$ cat src/rtl/tcs_pkg.sv
package tcs_pkg;

    // Q2.30 sine/cosine and Q3.29 angle carry one guard bit each
    localparam int CS_W = 33;
    localparam int Z_W  = 33;

    typedef logic signed [CS_W-1:0] t_cs;
    typedef logic signed [Z_W-1:0]  t_angle;

    localparam int ANGLE_PI      = 1686629713;
    localparam int ANGLE_HALF_PI = 843314857;
    localparam int CORDIC_GAIN   = 652032874;

    // round(atan(2^-i) * 2^29)
    localparam int ATAN_Q29 [32] = '{
        421657428, 248918915, 131521918, 66762579, 33510843, 16771758, 8387925,
        4194219, 2097141, 1048575, 524288, 262144, 131072, 65536, 32768, 16384,
        8192, 4096, 2048, 1024, 512, 256, 128, 64, 32, 16, 8, 4, 2, 1, 0, 0
    };

endpackage

$ cat src/rtl/tcs_cordic_cell.sv
module tcs_cordic_cell #(
    parameter int IDX   = 0,
    parameter int PAY_W = 8
) (
    input  logic                 i_clk,
    input  logic                 i_rst_n,
    input  logic                 i_en,
    input  logic                 i_v,
    input  tcs_pkg::t_cs         i_x,
    input  tcs_pkg::t_cs         i_y,
    input  tcs_pkg::t_angle      i_z,
    input  logic [PAY_W-1:0]     i_pay,
    output logic                 o_v,
    output tcs_pkg::t_cs         o_x,
    output tcs_pkg::t_cs         o_y,
    output tcs_pkg::t_angle      o_z,
    output logic [PAY_W-1:0]     o_pay
);
    localparam tcs_pkg::t_angle A = tcs_pkg::Z_W'(tcs_pkg::ATAN_Q29[IDX]);

    tcs_pkg::t_cs    xs, ys, n_x, n_y;
    tcs_pkg::t_angle n_z;
    logic            r_v;
    tcs_pkg::t_cs    r_x, r_y;
    tcs_pkg::t_angle r_z;
    logic [PAY_W-1:0] r_pay;

    always_comb begin
        xs = i_x >>> IDX;
        ys = i_y >>> IDX;
        if (!i_z[tcs_pkg::Z_W-1]) begin
            n_x = i_x - ys;
            n_y = i_y + xs;
            n_z = i_z - A;
        end else begin
            n_x = i_x + ys;
            n_y = i_y - xs;
            n_z = i_z + A;
        end
    end

    always_ff @(posedge i_clk) begin
        if (!i_rst_n) begin
            r_v <= 1'b0;
        end else if (i_en) begin
            r_v <= i_v;
        end
    end

    always_ff @(posedge i_clk) begin
        if (i_en) begin
            r_x   <= n_x;
            r_y   <= n_y;
            r_z   <= n_z;
            r_pay <= i_pay;
        end
    end

    assign o_v   = r_v;
    assign o_x   = r_x;
    assign o_y   = r_y;
    assign o_z   = r_z;
    assign o_pay = r_pay;
endmodule

$ cat config.mk
export PLATFORM = sky130hd
export DESIGN_NAME = tcs_cordic_cell
export DESIGN_NICKNAME = d
export VERILOG_FILES = /design/src/rtl/tcs_pkg.sv /design/src/rtl/tcs_cordic_cell.sv
export SDC_FILE = /design/constraint.sdc
export NUM_CORES = 1
export LEC_CHECK = 0
export ABC_AREA = 1
export BUFFER_PORTS_ARGS = -buffer_cell sky130_fd_sc_hd__buf_2
export CORE_MARGIN = 2
export CORE_UTILIZATION = 42
export CTS_BUF_LIST = sky130_fd_sc_hd__clkbuf_16
export DETAILED_ROUTE_END_ITERATION = 7
export MAX_ROUTING_LAYER = met4
export PLACE_DENSITY = 0.64
export RECOVER_POWER = 100
export REMOVE_ABC_BUFFERS = 1
export SLEW_MARGIN = 15
export SYNTH_ARGS = -nofsm -noshare
export SYNTH_HDL_FRONTEND = slang
export SYNTH_SLANG_ARGS = --single-unit
$ cat constraint.sdc
create_clock -name i_clk -period 3.4 [get_ports i_clk]
set_clock_uncertainty 0.1 [all_clocks]
set_input_delay 0.68 -clock i_clk [delete_from_list [all_inputs] [get_ports i_clk]]
set_output_delay 0.68 -clock i_clk [all_outputs]
set_load 0.02 [all_outputs]
==> impl_metrics.json <==
{
  "status": "complete, but fails checks",
  "violations": "capacitance limit, slew limit",
  "tightest_slew_ns": 1.67,
  "yosysSeqAreaShare_pct": 25.5,
  "critPathMaxFanout": 57,
  "setup-tns-final_ns": 0,
  "rrSetupSlack_ns": 2.56,
  "hp-start": "i_pay[2]",
  "utilization_pct": 48.0,
  "cts_buffer_depth": 2,
  "ant_nets": 0,
  "portBuffers": 218,
  "ys.flop_type": "edfxtp_1",
  "diodes": 0,
  "path_clk_slew_ns": 0.08,
  "yosysTopAreaCell": "edfxtp_1",
  "dieArea_mm2": 0.0313,
  "p_int_mw": 2.88,
  "hold-path-endpoint": "o_pay[2]$_DFFE_PP_",
  "wl_um": 45100,
  "dp_hpwl_um": 38200,
  "p_switching_mw": 2.28,
  "synth.most_common_cell": "nand2_1",
  "cp_data_required_time_ns": 3.30,
  "seq_power_share_pct": 34.0,
  "synth_cell_types": 41,
  "synthTopCellsByCount": "670 x nand2_1, 345 x inv_1, 195 x nor2_1",
  "grt_pass1_wl_um": 69500,
  "grt_use_total_pct": 29.7,
  "synth.top_cells.by_area": "edfxtp_1 25%, nand2_1 20%, ha_1 13%",
  "start_kind": "input port",
  "synthesis.area_mm2": 0.0126,
  "cp_slowest_cell": "clkbuf_2",
  "cts_setup_buffers": 0,
  "first_global_vias": 13000,
  "clock.fmax_ghz": 0.342,
  "ir_drop_mv": 0.343,
  "initial_utilization_pct": 42.6,
  "crit_type": "in -> reg",
  "p_leak_nw": 7.46,
  "layout.nets": 2445,
  "yosys_warnings": 0,
  "via_count": 13200,
  "synth.avg_cell_area_um2": 6.30,
  "timing.rr.end": "o_v$_SDFFE_PN0P_",
  "drc": 0,
  "slew_headroom_pct": -11.3,
  "synth_edf_count": 106,
  "end_kind": "register",
  "rsz0062_at_grt": "no",
  "synth_top_area_share_pct": 25.3,
  "cts_sinks": 107,
  "pwr-share-comb_pct": 43.2,
  "area_growth_syn_to_layout_pct": 12.8,
  "rows": 63,
  "ctsRootBufferMaster": "clkbuf_16",
  "cp_top_family": "buffers and inverters",
  "place_congestion": 0.957,
  "grt_max_degree": 58,
  "antenna_found_initial": 0,
  "setup_viol": 0,
  "slowest_delay_ns": 1.17,
  "final_area_mm2": 0.0142,
  "drv_cap": 1,
  "drt_pass1_iterations": 5,
  "timing.rr.start": "o_v$_SDFFE_PN0P_",
  "ios": 219,
  "viasPerCell": 5.08,
  "clkPwrFrac_pct": 22.8,
  "swShare_pct": 44.2,
  "cts_hold_buf": 0,
  "cts_tree": "yes",
  "die_width_um": 177,
  "die_y_um": 177,
  "post_drt_wl_per_cell_um": 17.4,
  "hold_viol": 0,
  "period_needed_ns": 2.93,
  "clock_latency_ns": 0.37,
  "hp-class": "in -> reg",
  "drive_gt1_share_pct": 6.45,
  "placed_area_mm2": 0.0140,
  "overflow": 0,
  "finalCritPeriodShare_pct": 86.1,
  "power_density_mw_per_mm2": 364,
  "async_reset_ff_share_pct": 0,
  "cts_buffers": 9,
  "syn_inst": 1996,
  "r2r_cells": 2,
  "synth-seq-cells": 107,
  "core_area_mm2": 0.0296,
  "path_cells": "clkbuf_2 > dlymetal6s2s_1",
  "arrival_ns": 2.82,
  "holdPathStages": 1,
  "postCtsResizedCells": 0,
  "drt_iter0_drc": 837,
  "fin_hold_ws_ns": 0.379,
  "crit_buf_inv": 2,
  "htreeDepth": 3,
  "final_max_slew_viol_count": 58
}
## state kept, by name (all words and copies together), names as in the netlist
name / flops
o_y: 33
o_z: 33
o_x: 32
o_pay: 8
o_v: 1
## power by group through the flow
stage	logic, mW	clock network [mW]	registers [mW]
2_1_floorplan	1.20	0	2.02
3_3_place_gp	2.26	0	1.77
3_5_place_dp	2.26	0	1.78
4_1_cts	2.27	1.21	1.75
5_1_grt	2.48	1.25	1.77
6_report	2.23	1.18	1.75
## worst max-delay path by stage
stage,end,from,cells past startpoint
finish,o_z[19]$_DFFE_PP_,i_en,2
global route,o_y[32]$_DFFE_PP_,i_x[0],13
CTS,o_y[24]$_DFFE_PP_,i_y[0],14
detailed placement,o_y[32]$_DFFE_PP_,i_y[0],14
global placement,o_z[19]$_DFFE_PP_,i_z[32],8
floorplan,o_z[24]$_DFFE_PP_,i_z[32],7
## routing by layer
layer,GRT usage [%],share of wire (%),vias up
li1,-,-,6705
met1,38.0,45,5975
met2,49.4,46,431
met3,2.88,5.3,63
met4,9.50,3.2,0
met5,-,0,-
## cell families (layout without fill, tap and decap cells)
family | count (synthesis) | in the layout | share of synthesized area, %
AO/OA/AOI/OAI | 235 | 235 | 10.2
XOR/XNOR | 46 | 46 | 3.20
adder cells (fa/ha/maj) | 137 | 137 | 13.9
buffers and inverters | 389 | 595 | 12.3
flip-flops | 107 | 107 | 25.5
multiplexers | 1 | 1 | 0.0796
AND/OR/NAND/NOR | 1081 | 1081 | 34.9
## worst reg2reg max path, cell delays in order, from the launching register on
cell,delay [ns]
dfxtp_1,0.33
o21ai_0,0.16
a21oi_1,0.08
## final cells by class
| type | instances | area, um^2 |
|---|---|---|
| tap | 390 | 488 |
| clock inverter | 7 | 91.3 |
| multi-input combinational | 1500 | 7830 |
| fill | 3264 | 15400 |
| clock buffer | 9 | 225 |
| inverter | 346 | 1300 |
| sequential | 107 | 3200 |
| timing repair buffer | 233 | 1050 |
## placed cells by master (no fill, tap or decap), types with 2 or more instances in the layout
| master | synthesis | layout |
|---|---|---|
| xor2_1 | 43 | 43 |
| o31ai_1 | 2 | 2 |
| nand4_1 | 20 | 20 |
| nand3_1 | 160 | 160 |
| xnor2_1 | 3 | 3 |
| nand2b_1 | 2 | 2 |
| nor2_1 | 195 | 195 |
| clkbuf_2 | 0 | 2 |
| o21a_1 | 5 | 5 |
| nand2_2 | 2 | 2 |
| nor2_2 | 3 | 3 |
| fa_1 | 4 | 4 |
| clkbuf_1 | 8 | 117 |
| ha_1 | 133 | 133 |
| or2_2 | 2 | 2 |
| and2_1 | 7 | 7 |
| a21oi_1 | 104 | 104 |
| buf_4 | 13 | 11 |
| nand3b_1 | 2 | 2 |
| o22ai_1 | 8 | 8 |
| a31oi_1 | 4 | 4 |
| clkbuf_16 | 0 | 9 |
| nand2_1 | 670 | 670 |
| o21bai_1 | 17 | 17 |
| inv_8 | 0 | 3 |
| o21ai_0 | 78 | 82 |
| edfxtp_1 | 106 | 106 |
| o211ai_1 | 6 | 6 |
| nor3_1 | 15 | 15 |
| buf_2 | 19 | 102 |
| inv_1 | 345 | 345 |
| clkinv_8 | 0 | 3 |
| a21boi_0 | 3 | 3 |
## stage by stage
stage	power (mW)	instances	setup slack [ns]
2_1_floorplan	3.22	1953	-0.0960
3_3_place_gp	4.04	2576	0.188
3_5_place_dp	4.04	2576	0.242
4_1_cts	5.23	2592	0.642
5_1_grt	5.50	2592	0.268
6_report	5.16	2592	0.473
Note: power is estimated with default switching activity, not from simulation.
