==> src/rtl/tcs_div_cell.sv <==
module tcs_div_cell #(
    parameter int DW    = 36,
    parameter int LW    = 34,
    parameter int PAY_W = 8
) (
    input  logic             i_clk,
    input  logic             i_rst_n,
    input  logic             i_en,
    input  logic             i_v,
    input  logic [DW-1:0]    i_rem,
    input  logic [LW-1:0]    i_lo,
    input  logic [DW-1:0]    i_d,
    input  logic [PAY_W-1:0] i_pay,
    output logic             o_v,
    output logic [DW-1:0]    o_rem,
    output logic [LW-1:0]    o_lo,
    output logic [DW-1:0]    o_d,
    output logic [PAY_W-1:0] o_pay
);
    logic [DW:0]      rem_t;
    logic             ge;
    logic [DW-1:0]    n_rem;
    logic             r_v;
    logic [DW-1:0]    r_rem, r_d;
    logic [LW-1:0]    r_lo;
    logic [PAY_W-1:0] r_pay;

    // low word shifts numerator bits out the top and quotient bits in the bottom
    always_comb begin
        rem_t = {i_rem, i_lo[LW-1]};
        ge    = rem_t >= {1'b0, i_d};
        n_rem = ge ? DW'(rem_t - {1'b0, i_d}) : DW'(rem_t);
    end

    always_ff @(posedge i_clk) begin
        if (!i_rst_n) begin
            r_v <= 1'b0;
        end else if (i_en) begin
            r_v <= i_v;
        end
    end

    always_ff @(posedge i_clk) begin
        if (i_en) begin
            r_rem <= n_rem;
            r_lo  <= {i_lo[LW-2:0], ge};
            r_d   <= i_d;
            r_pay <= i_pay;
        end
    end

    assign o_v   = r_v;
    assign o_rem = r_rem;
    assign o_lo  = r_lo;
    assign o_d   = r_d;
    assign o_pay = r_pay;
endmodule

==> config.mk <==
export PLATFORM = sky130hd
export DESIGN_NAME = tcs_div_cell
export DESIGN_NICKNAME = d
export VERILOG_FILES = /design/src/rtl/tcs_div_cell.sv
export SDC_FILE = /design/constraint.sdc
export NUM_CORES = 1
export LEC_CHECK = 0
export BUFFER_PORTS_ARGS = -buffer_cell sky130_fd_sc_hd__buf_2
export CORE_MARGIN = 2
export CORE_UTILIZATION = 50
export DETAILED_ROUTE_END_ITERATION = 7
export HOLD_SLACK_MARGIN = 0.12
export PLACE_DENSITY = 0.91
export SLEW_MARGIN = 5
export SYNTH_ARGS = -nofsm -noshare
export SYNTH_HDL_FRONTEND = slang
export SYNTH_SLANG_ARGS = --single-unit
==> constraint.sdc <==
create_clock -name i_clk -period 3.24 [get_ports i_clk]
set_input_delay 0.648 -clock i_clk [delete_from_list [all_inputs] [get_ports i_clk]]
set_output_delay 0.648 -clock i_clk [all_outputs]
set_load 0.1 [all_outputs]
==> flow_summary_export.csv, run 1 <==
group,metric,value,unit
timing,period_share,90.3,%
clocking,numCtsBuffers,17,
clocking,cts-resized-gates,0,
die,die_area,13000,µm²
critical_path,cp_max_fo,13,
hold_path,hp-start,"i_pay[5]",
hold_path,hp-class,"primary input to register",
logic_synthesis,syn_avg_cell_area,12.0,µm²
power_and_ir_drop,peakVddDrop,0.334,mV
critical_path,critPathTopFamily,"compound AO/OA/AOI/OAI gates",
critical_path,crit_path_start_kind,"primary input",
critical_path,crit_chain,"buf_2 > inv_1 > ha_1 > nand3_1 > nor2_1 > nand2_1 > o211a_1 > o31ai_4 > a31oi_4 > o41ai_4 > buf_4 > mux2_2",
finish,finish.net_count,947,
critical_path,crit_arrival,3.09,ns
clocking,clockRootBuffer,"clkbuf_16",
drt,routed_wl,15700,µm
timing,finalHoldViolCount,0,
logic_synthesis,synth_fp_nets,658,
logic_synthesis,synth-edff-count,114,
logic_synthesis,ys.flop_type,"edfxtp_1",
timing,fmax,0.342,GHz
clocking,ctsHoldBuffers,0,
die,io_pins,233,
finish,final_cell_mix,"buf_2 (231), edfxtp_1 (114), buf_4 (53), a21oi_1 (51), inv_1 (47)",
timing,drv_slew,0,
placement,place_hpwl,12100,µm
critical_path,slowest_delay,0.37,ns
logic_synthesis,ys_seq_area_share,56.9,%
timing,setup_viol,0,
global_route,grtUsageTotal,24.5,%
global_route,top_usage_layer,"met2",
finish,final_common_cell,"buf_2",
finish,syn2layout_area_growth,36.9,%
global_route,grt_pass1_wl,24300,µm
timing,skew,0,ns
clocking,cts_max_level,4,
finish,fin_cells,953,
placement,finalWeightedCongestion,0.904,
global_route,grt_use_met3,6.64,%
logic_synthesis,synth_top_area_share,56.6,%
logic_synthesis,synthCells,503,
die,die_y,114,µm
drt,drc,0,
logic_synthesis,synth.distinct_cells,61,
clocking,path_clk_slew,0.06,ns
die,coreArea,11900,µm²
timing,final.setup.tns,0,ns
logic_synthesis,synth-async-reset-ratio,0,%
placement,placedCellCount,920,
global_route,grt_antenna_before_repair,1,
timing,period_minus_slack,2.93,ns
global_route,grt_max_degree,60,
logic_synthesis,synth_area_leaders,"edfxtp_1 (57%), ha_1 (7.4%), a21oi_1 (4.2%), inv_1 (2.9%), a21o_1 (2.7%)",
global_route,grt.met2_usage,41.4,%
drt,wl_per_cell,16.4,µm
drt,ant_nets,0,
placement,numPortBuffers,232,
critical_path,reg2reg_from,"o_v",
placement,place_worst_setup_slack,-0.105,ns
die,die_w,114,µm
logic_synthesis,ys.warnings.count,0,
critical_path,cp-startpoint,"i_d[20]",
job,maxCapViolCount,0,
critical_path,critPathRequiredTime,3.40,ns
clocking,postCtsSetupRepairBufs,0,
timing,finalWorstSetupSlack,0.315,ns
finish,drive_gt1_share,42.1,%
timing,hold_ws,0.402,ns
critical_path,path_class,"primary input to register",
power_and_ir_drop,power,5640,µW
drt,first_pass_iters,5,
drt,drt_iter0_markers,340,
timing,max_slew_margin,62.2,%
critical_path,cp-end-kind,"register",
clocking,cts.sinks,115,
power_and_ir_drop,p_leak,0.00386,µW
die,start_util,50.8,%
timing,rsz0062_at_grt,"false",
critical_path,crit_slowest_cell,"mux2_2",
clocking,clock_latency,0.41,ns
power_and_ir_drop,power.density,681,nW/µm²
finish,fillers,881,
logic_synthesis,synth_top_cell_by_area,"edfxtp_1",
clocking,clockBufferDepth,2,
logic_synthesis,netlist_area,6050,µm²
clocking,cts_tree,"yes",
run_status,status,"complete, no violations",
drt,vias,5068,
timing,max_slew.worst_pin.slew,0.568,ns
drt,vias_per_cell,5.32,
global_route,use_met1,29.2,%
die,fp-row-count,40,
logic_synthesis,synth-seq-cells,115,
global_route,grt_overflow,0,
global_route,grt_pass1_vias,4936,
critical_path,crit_buf_inv,3,
metal layers:
metal  part of all wire [%]  wire length (µm)
met5                      0                 0
met1                     39              6110
met3                    8.5              1330
met2                     50              7810
met4                    2.7               420
kinds of logic after synthesis:
kind of cell	count (synthesis)	share of synthesized area, %
muxes	10	1.82
adders and majority gates	37	7.77
xor gates and xnor gates	29	4.20
AOI/OAI and AO/OA	143	16.6
buffers and inverters	63	4.57
DFF	115	56.9
and+or+nand+nor	106	8.21
flip-flops by register name (all words and copies together), names as in the netlist:
signal	flops
o_d	36
o_rem	36
o_lo	34
o_pay	8
o_v	1
cells in the mapped netlist (3+ instances only):
cell type	instances
a211oi_1	4
a21o_1	22
a21oi_1	51
a31oi_1	3
and2_1	4
buf_2	5
buf_4	3
buf_6	3
clkbuf_1	5
edfxtp_1	114
ha_1	36
inv_1	47
mux2_2	8
nand2_1	20
nand3_1	12
nand4_1	8
nor2_1	44
nor2b_1	3
nor4_1	3
o211ai_1	4
o21a_1	3
o21ai_0	17
o21ai_1	3
o21bai_1	4
o31ai_1	3
xnor2_1	17
xor2_1	12
through the flow:
stage / area [µm²] / util, %
6_report: 8290 / 69.6
5_1_grt: 8290 / 69.6
4_1_cts: 8290 / 69.6
3_5_place_dp: 7730 / 64.9
3_3_place_gp: 7730 / 64.9
2_1_floorplan: 6050 / -
worst reg2reg max path: stages (launching register included):
cell and delay [ns]:
dfxtp_1 0.30, mux2i_1 0.12, nor2b_1 0.06
final timing paths:
path	slack, ns	end	cells after the start
setup reg to reg	2.66	o_v	2
setup / recovery	0.31	o_rem[11]	12
hold reg to reg	0.52	o_v	2
hold / removal	0.40	o_pay[5]	1
power by group:
part	internal, µW	total [µW]	leakage (µW)	switching (µW)
Sequential	1830	1860	0.00112	36.6
Clock	1070	1750	0.000270	674
Combinational	460	2030	0.00246	1570
Total	3360	5640	0.00386	2280
layout make-up:
cell class	instances	area [µm²]	share of cell area (%)
Tap cell	147	184	2.22
Antenna cell	1	2.50	0.0302
Sequential cell	115	3440	41.5
Clock buffer	20	447	5.39
Clock inverter	12	109	1.31
Multi-Input combinational cell	325	2330	28.2
Timing Repair Buffer	286	1590	19.2
Inverter	47	176	2.13
Note: power is estimated with default switching activity, not from simulation.
==> run 2, diff against run 1 <==
- PLACE_DENSITY: 0.91 -> 0.88
==> run 2 against run 1 <==
  * Design area increased by 1.9%
  * Routed wire length grew 5.8%
  * Via count up 0.39%
  * Utilization up 1.3 points
  * Critical endpoint is now o_rem[31]
==> flow_summary_export.csv, run 2 (same netlist as run 1, synthesis figures left out) <==
group,metric,value,unit
timing,skew,0,ns
power_and_ir_drop,power_frac_comb,35.0,%
timing,finalWorstSetupSlack,0.286,ns
power_and_ir_drop,power.density,696,nW/µm²
drt,drc,0,
critical_path,reg2reg_from,"o_v",
die,die_w,114,µm
timing,fmax,0.339,GHz
clocking,cts_tree,"yes",
timing,setup_viol,0,
timing,final.setup.tns,0,ns
clocking,ctsHoldBuffers,0,
finish,syn2layout_area_growth,39.6,%
finish,fin_util,70.9,%
global_route,grtUsageTotal,25.6,%
critical_path,crit_chain,"buf_2 > inv_1 > ha_1 > nand2b_1 > and2_1 > o21ai_2 > a21oi_2 > o31ai_4 > a31oi_4 > o41ai_4 > buf_4 > mux2i_1 > o211ai_1",
finish,seqCellArea,3440,µm²
drt,ant_nets,0,
clocking,clockBufferDepth,2,
finish,final_cell_mix,"buf_2 (231), edfxtp_1 (114), buf_4 (64), a21oi_1 (51), inv_1 (47)",
power_and_ir_drop,p_leak,0.00394,µW
clocking,clockRootBuffer,"clkbuf_16",
global_route,use_met1,28.8,%
placement,place_hpwl,13000,µm
critical_path,timing.rr.end,"o_v",
global_route,grt_max_degree,61,
power_and_ir_drop,switchingPower,2290,µW
power_and_ir_drop,switching_share,38.9,%
power_and_ir_drop,p_seq_share,31.8,%
critical_path,crit_path_start_kind,"primary input",
timing,drv_slew,0,
hold_path,min_delay_path_depth,1,
die,die_area,13000,µm²
critical_path,crit_slowest_cell,"o41ai_4",
timing,max_slew_margin,46.8,%
critical_path,critPathRequiredTime,3.39,ns
job,maxCapViolCount,0,
global_route,grt_overflow,0,
global_route,top_usage_layer,"met2",
finish,drive_gt1_share,42.8,%
timing,rsz0062_at_grt,"false",
drt,first_pass_iters,5,
critical_path,rrSetupSlack,2.65,ns
global_route,grt_antenna_before_repair,0,
finish,final_common_cell,"buf_2",
placement,finalWeightedCongestion,0.889,
clocking,cts.sinks,115,
die,io_pins,233,
finish,finish.net_count,959,
critical_path,cp_max_fo,10,
global_route,grt.met2_usage,46.0,%
timing,period_share,91.2,%
power_and_ir_drop,internal_power,3590,µW
critical_path,crit_arrival,3.11,ns
clocking,cts-resized-gates,0,
drt,routed_wl,16600,µm
die,coreArea,11900,µm²
global_route,grt_use_met3,7.17,%
clocking,cts_max_level,4,
critical_path,path_class,"primary input to register",
clocking,numCtsBuffers,17,
clocking,postCtsSetupRepairBufs,0,
timing,period_minus_slack,2.95,ns
die,fp-row-count,40,
power_and_ir_drop,clkPwrFrac,33.2,%
global_route,grt_pass1_vias,5239,
placement,numPortBuffers,232,
clocking,path_clk_slew,0.06,ns
critical_path,ff2ff_path_depth,2,
critical_path,cp-end-kind,"register",
finish,n_antenna_cell,0,
hold_path,holdPathEnd,"o_lo[30]",
placement,placed_area,7830,µm²
critical_path,cp-startpoint,"i_lo[33]",
timing,finalHoldViolCount,0,
critical_path,slowest_delay,0.41,ns
clocking,clock_latency,0.41,ns
finish,postLayoutCellArea,8450,µm²
placement,place_worst_setup_slack,-0.134,ns
hold_path,hp-start,"i_lo[29]",
die,die_y,114,µm
hold_path,hp-class,"primary input to register",
drt,drt_iter0_markers,349,
die,start_util,50.8,%
drt,vias,5088,
power_and_ir_drop,peakVddDrop,0.571,mV
finish,fillers,851,
drt,wl_per_cell,17.2,µm
finish,multi_input_area,2330,µm²
global_route,grt_pass1_wl,25500,µm
run_status,status,"complete, no violations",
power_and_ir_drop,power,5880,µW
timing,max_slew.worst_pin.slew,0.799,ns
drt,vias_per_cell,5.28,
==> run 2: area by class of cell <==
class | count | share of cell area, %
Timing Repair Buffer | 298 | 20.1
Clock inverter | 13 | 2.16
Multi-Input combinational cell | 325 | 27.6
Clock buffer | 19 | 5.12
Tap cell | 147 | 2.18
Inverter | 47 | 2.09
Sequential cell | 115 | 40.8
==> run 2: worst max-delay path by stage <==
stage	cells past startpoint	slack, ns	endpoint
detailed placement	13	-0.13	o_rem[31]
floorplan	12	0.22	o_rem[10]
global route	13	0.09	o_rem[31]
finish	13	0.29	o_rem[31]
CTS	13	0.28	o_rem[31]
global placement	12	-0.03	o_rem[25]
==> run 2: critical path, delay by kind of cell <==
family / cells / cell delay (ns)
compound gates: 6 / 1.27
mux: 1 / 0.22
simple gates: 2 / 0.34
fa+ha+maj: 1 / 0.21
buf+inv: 3 / 0.40
==> run 2: power groups by stage <==
stage | Combinational (µW) | Clock [µW] | Sequential, µW
after global routing | 2150 | 2030 | 1880
after global placement | 2020 | 0 | 1890
after floorplan | 460 | 0 | 3010
after detailed placement | 2050 | 0 | 1900
after CTS | 2060 | 1980 | 1870
final | 2060 | 1950 | 1870
==> run 2: per-layer routing <==
| metal | wire length [µm] | part of all wire (%) |
|---|---|---|
| met1 | 6560 | 40 |
| met2 | 8600 | 52 |
| met3 | 1090 | 6.6 |
| met4 | 338 | 2.0 |
| met5 | 0 | 0 |
==> run 2: metrics by stage <==
stage / instances / hold WS [ns]
2_1_floorplan: 503 / 0.747
3_3_place_gp: 932 / 0.509
3_5_place_dp: 932 / 0.521
4_1_cts: 964 / 0.393
5_1_grt: 964 / 0.390
6_report: 964 / 0.404
